## src/hdl/mi3_pkg.sv

```systemverilog
// Package for the 3x3 matrix inverse: Q16.16 constants and arithmetic helpers.
// Depends on nothing; used by mi3_div, matrix_inverse_3x3 and mi3_check.
`timescale 1ns / 1ps
package mi3_pkg;
  localparam int QFRAC = 16;
  localparam int WORD_W = 32;
  // Pipeline depth of the reciprocal divider, one quotient bit per stage.
  localparam int DIV_STAGES = 33;
  localparam logic signed [31:0] S32_MAX = 32'sh7fffffff;
  localparam logic signed [31:0] S32_MIN = 32'sh80000000;

  typedef logic signed [31:0] q_t;
  typedef logic signed [63:0] prod_t;

  typedef struct packed {
    q_t b00; q_t b01; q_t b02;
    q_t b10; q_t b11; q_t b12;
    q_t b20; q_t b21; q_t b22;
    q_t determinant;
    q_t recip_det;
    logic singular;
  } res_t;

  typedef struct packed {
    q_t a00; q_t a01; q_t a02;
    q_t a10; q_t a11; q_t a12;
    q_t a20; q_t a21; q_t a22;
  } mat_t;

  // Saturate a 66-bit signed value to 32 bits.
  function automatic q_t sat66(input logic signed [65:0] v);
    if (v > 66'sd2147483647) begin
      return S32_MAX;
    end else if (v < -66'sd2147483648) begin
      return S32_MIN;
    end
    return v[31:0];
  endfunction

  // Floor of a product over 2^16, kept at 48 bits.
  function automatic logic signed [47:0] flq(input prod_t p);
    return p[63:16];
  endfunction
endpackage

```

## src/hdl/mi3_div.sv

```systemverilog
// Pipelined restoring divider: 2^32 / |det|, one quotient bit per stage.
// Depends on mi3_pkg. Advances only when enabled.
`timescale 1ns / 1ps
module mi3_div (
  input  logic                 clk,
  input  logic                 en,
  input  logic [31:0]          den,
  output logic [32:0]          quo
);
  import mi3_pkg::*;
  // Partial remainder, divisor and quotient at each stage.
  logic [32:0] rem [DIV_STAGES+1];
  logic [31:0] dv  [DIV_STAGES+1];
  logic [32:0] qq  [DIV_STAGES+1];

  assign rem[0] = '0;
  assign dv[0]  = den;
  assign qq[0]  = '0;

  // Dividend 2^32 is bit 32 set: feed bit 32 first, zeros after.
  for (genvar s = 0; s < DIV_STAGES; s++) begin : g_st
    logic [33:0] sh;
    logic [33:0] df;
    logic [32:0] rn;
    logic [32:0] qn;
    always_comb begin
      sh = {rem[s], (s == 0) ? 1'b1 : 1'b0};
      df = sh - {2'b0, dv[s]};
      if (!df[33]) begin
        rn = df[32:0];
        qn = {qq[s][31:0], 1'b1};
      end else begin
        rn = sh[32:0];
        qn = {qq[s][31:0], 1'b0};
      end
    end
    logic [32:0] rr;
    logic [31:0] dr;
    logic [32:0] qr;
    always_ff @(posedge clk) begin
      if (en) begin
        rr <= rn;
        dr <= dv[s];
        qr <= qn;
      end
    end
    assign rem[s+1] = rr;
    assign dv[s+1]  = dr;
    assign qq[s+1]  = qr;
  end
  assign quo = qq[DIV_STAGES];
endmodule

```

## config.mk

```make
export PLATFORM = sky130hd
export DESIGN_NAME = mi3_div
export DESIGN_NICKNAME = d
export VERILOG_FILES = /design/src/hdl/mi3_pkg.sv /design/src/hdl/mi3_div.sv
export SDC_FILE = /design/constraint.sdc
export NUM_CORES = 2
export LEC_CHECK = 0
export BUFFER_PORTS_ARGS = -buffer_cell sky130_fd_sc_hd__buf_4
export CAP_MARGIN = 20
export CORE_UTILIZATION = 40
export CTS_CLUSTER_SIZE = 28
export DETAILED_ROUTE_END_ITERATION = 10
export GPL_ROUTABILITY_DRIVEN = 0
export PLACE_DENSITY_LB_ADDON = 0.15
export REMOVE_ABC_BUFFERS = 1
export SYNTH_ARGS = -nofsm -noshare
export SYNTH_HDL_FRONTEND = slang
export SYNTH_SLANG_ARGS = --single-unit
```

## constraint.sdc

```tcl
create_clock -name clk -period 5.9 [get_ports clk]
set_clock_uncertainty 0.15 [all_clocks]
set_input_delay 0.59 -clock clk [delete_from_list [all_inputs] [get_ports clk]]
set_output_delay 0.59 -clock clk [all_outputs]
set_load 0.01 [all_outputs]
```

==> results.toml <==
[floorplanning]
die_w_um = 599
fp-row-count = 218
io_pins = 67
start_util = 0.403
die_h_um = 599
coreArea_mm2 = 0.353
fp.dieArea_mm2 = 0.359

[run]
maxCapViolations = 0

[setup_path]
cp.arrival_ps = 5460
cp_max_fo = 33
critPathRequiredTime_ps = 6380
rrSetupSlack_ps = 920
crit_type = "reg -> reg"
rr_worst_depth = 13
r2r-end = "g_st[8].rr[4]$_DFFE_PP_"
r2r_start = "g_st[7].dr[1]$_DFFE_PP_"
endpoint_kind = "flip-flop"
critPathLaunchType = "flip-flop"

[timing]
clock.fmax_mhz = 201
maxSlewHeadroom = 0.159
rsz0062_at_grt = "false"
period_share = 0.844
setup_tns_ps = 0
setup_viol = 0
tightest_slew_ps = 1260
hold_viol_final = 0
fin_ws_ps = 922
finalMaxSlewViolations = 0
post-route-min-period_ps = 4980

[logic_synthesis]
ys_types = 83
synth_top_area_frac = 0.557
synth_top_flop_cell = "edfxtp_1"
yosysTopAreaCell = "edfxtp_1"
yosysWarnings = 0
synthCells = 12300
synth_edf_count = 2641
synth_seq_area_share = 0.557
netlist_top_cells_area = "edfxtp_1, ha_1, o21ai_0, inv_1, a21oi_1"
ys_seq_elements = 2641
syn_avg_cell_area_um2 = 11.6
async_flop_share = 0
syn_area_mm2 = 0.142

[power]
power_frac_seq = 0.339
power_density_mw_per_mm2 = 592
switching_share = 0.383
p_comb_frac = 0.458
p_leak_nw = 64.6
power_switching_w = 0.0362
power_frac_clock = 0.203
internal_power_w = 0.0585
finalPower_w = 0.0947
peakVddDrop_mv = 0.389

[routing]
vias = 94000
dr.pass1.iters = 6
drt_iter0_drc = 6740
drt-total-wl_um = 331000
viasPerCell = 5.35
drc = 0
final_antenna_net_count = 0
wire_per_inst_um = 18.8

[min_path]
hold_depth = 0
worst_hold_startpoint = "g_st[8].qr[0]$_DFFE_PP_"
holdCritPathClass = "reg -> reg"
hold_end = "g_st[9].qr[1]$_DFFE_PP_"

[cts]
cts.sinks = 2641
cts-root-buf = "clkbuf_16"
postCtsSetupBuffers = 0
cts-resized-gates = 0
clkTransAtPathRegs_ps = 60
clk_latency_ps = 920
clockBufferDepth = 4
tritoncts.num_buffers = 309
cts_hold_buf = 33
cts_max_level = 5
cts_tree = "built"

[global_routing]
grt_pass1_wl_um = 519000
grt_pass1_vias = 93600
grt.overflow.total = 0
antenna_found_initial = 4
grt.total_usage = 0.181
grt_max_degree = 192

[final_layout]
fillers = 32100
final_nets = 13700
area_delta_synth_final_pct = 12.2
drive_gt1_frac = 0.0836

[placed_design]
place_ws_ps = 962
place_hpwl_um = 247000
io_buffers = 66

[run_status]
status = "completed"
-- cell usage in the layout (no fill, tap or decap), drive strengths merged, types with 54 or more instances in the layout --
cell type	instances
o21a	103
o211ai	94
o21ai	1034
and2	87
xor2	407
a21o	436
clkbuf	356
buf	165
o31ai	91
and3	54
xnor2	461
edfxtp	2641
ha	993
nor2b	129
mux2	326
clkinv	138
nand3	137
nor3	147
a21oi	849
a31oi	109
nand2b	180
nor2	496
nand2	1067
or3	57
nand4	76
inv	1285
o21bai	109
-- power groups by stage --
stage	Sequential [W]	Combinational, W	Clock, W
final	0.0321	0.0433	0.0192
after global routing	0.0326	0.0483	0.0205
after CTS	0.0322	0.0433	0.0199
after detailed placement	0.0325	0.0429	0
after global placement	0.0326	0.0421	0
after floorplan	0.0304	0.0325	0
-- final cells by class --
class	count	area (um2)	area share
Inverter	1277	4790	0.0300
Tap cell	4730	5920	0.0370
Timing Repair Buffer	198	1880	0.0117
Clock inverter	200	2230	0.0140
Sequential cell	2641	79300	0.496
Antenna cell	7	17.5	0.000110
Clock buffer	356	7970	0.0499
Multi-Input combinational cell	8166	57800	0.361
-- sequential cells by signal, indices dropped and copies added, names as in the netlist --
register  cells
quo          33
g_st.rr    1056
g_st.qr     528
g_st.dr    1024
-- routing by layer --
metal,up-vias,share of wire,wire length (um),global-route usage
met2,2119,0.51,168000,0.330
met5,-,0,0,0
met1,45500,0.42,138000,0.218
li1,45700,-,-,-
met4,0,0.042,14000,0.0736
met3,697,0.035,11700,0.0189
-- cell families (layout without fill, tap and decap cells) --
| kind of cell | Yosys count | after routing | synth area share |
|---|---|---|---|
| buffers and inverters | 1510 | 2031 | 0.0402 |
| adder cells (fa/ha/maj) | 1024 | 1024 | 0.0916 |
| multiplexers | 376 | 376 | 0.0293 |
| other | 1 | 23 | 0.0000263 |
| AND/OR/NAND/NOR | 2581 | 2581 | 0.0846 |
| XOR/XNOR | 868 | 868 | 0.0535 |
| flip-flops | 2641 | 2641 | 0.557 |
| AO/OA/AOI/OAI | 3301 | 3301 | 0.144 |
-- worst max-delay path, cell delays in order, from the launching register on --
cell and delay [ps]:
edfxtp_1 420, inv_1 80, ha_1 210, nor2b_1 150, o31ai_1 380, a311oi_1 230
a311oi_1 730, a21oi_1 380, a221oi_2 520, o21ai_2 150, a211oi_2 300, xnor2_2 130
buf_4 420, mux2_2 390
-- cells in the mapped netlist (23+ instances only) --
cell	number
edfxtp_1	2641
inv_1	1272
nand2_1	1067
o21ai_0	1031
ha_1	993
a21oi_1	846
nor2_1	496
xnor2_1	458
a21o_1	436
xor2_1	407
mux2_2	326
clkbuf_1	199
nand2b_1	180
nor3_1	147
nand3_1	137
nor2b_1	129
a31oi_1	109
o21bai_1	109
o21a_1	103
o211ai_1	94
o31ai_1	91
and2_1	86
nand4_1	76
or3_1	56
and3_1	54
a211oi_1	51
mux2i_1	50
a31o_2	48
a21boi_0	46
or2_2	42
o31a_1	38
fa_1	31
a221oi_1	30
a211o_1	29
nand3b_1	28
and4_1	27
a2111oi_0	23
-- through the flow --
stage	util	std cells	hold WS, ps	instance area (um2)
finish	0.452	17600	255	160000
global route	0.452	17600	212	160000
CTS	0.452	17600	172	160000
detailed placement	0.422	17000	255	149000
global placement	0.422	17000	251	149000
floorplan	-	12100	250	142000
-- worst max-delay path by stage --
stage                                 start                         to  cells past startpoint
global placement    g_st[7].dr[1]$_DFFE_PP_    g_st[8].rr[6]$_DFFE_PP_                     13
floorplan           g_st[9].dr[1]$_DFFE_PP_  g_st[10].rr[32]$_DFFE_PP_                     12
CTS                 g_st[7].dr[1]$_DFFE_PP_    g_st[8].rr[9]$_DFFE_PP_                     13
detailed placement  g_st[7].dr[1]$_DFFE_PP_    g_st[8].rr[9]$_DFFE_PP_                     13
finish              g_st[7].dr[1]$_DFFE_PP_    g_st[8].rr[4]$_DFFE_PP_                     13
global route        g_st[7].dr[1]$_DFFE_PP_    g_st[8].rr[5]$_DFFE_PP_                     13
No activity file was read; power rests on OpenSTA's default activity.
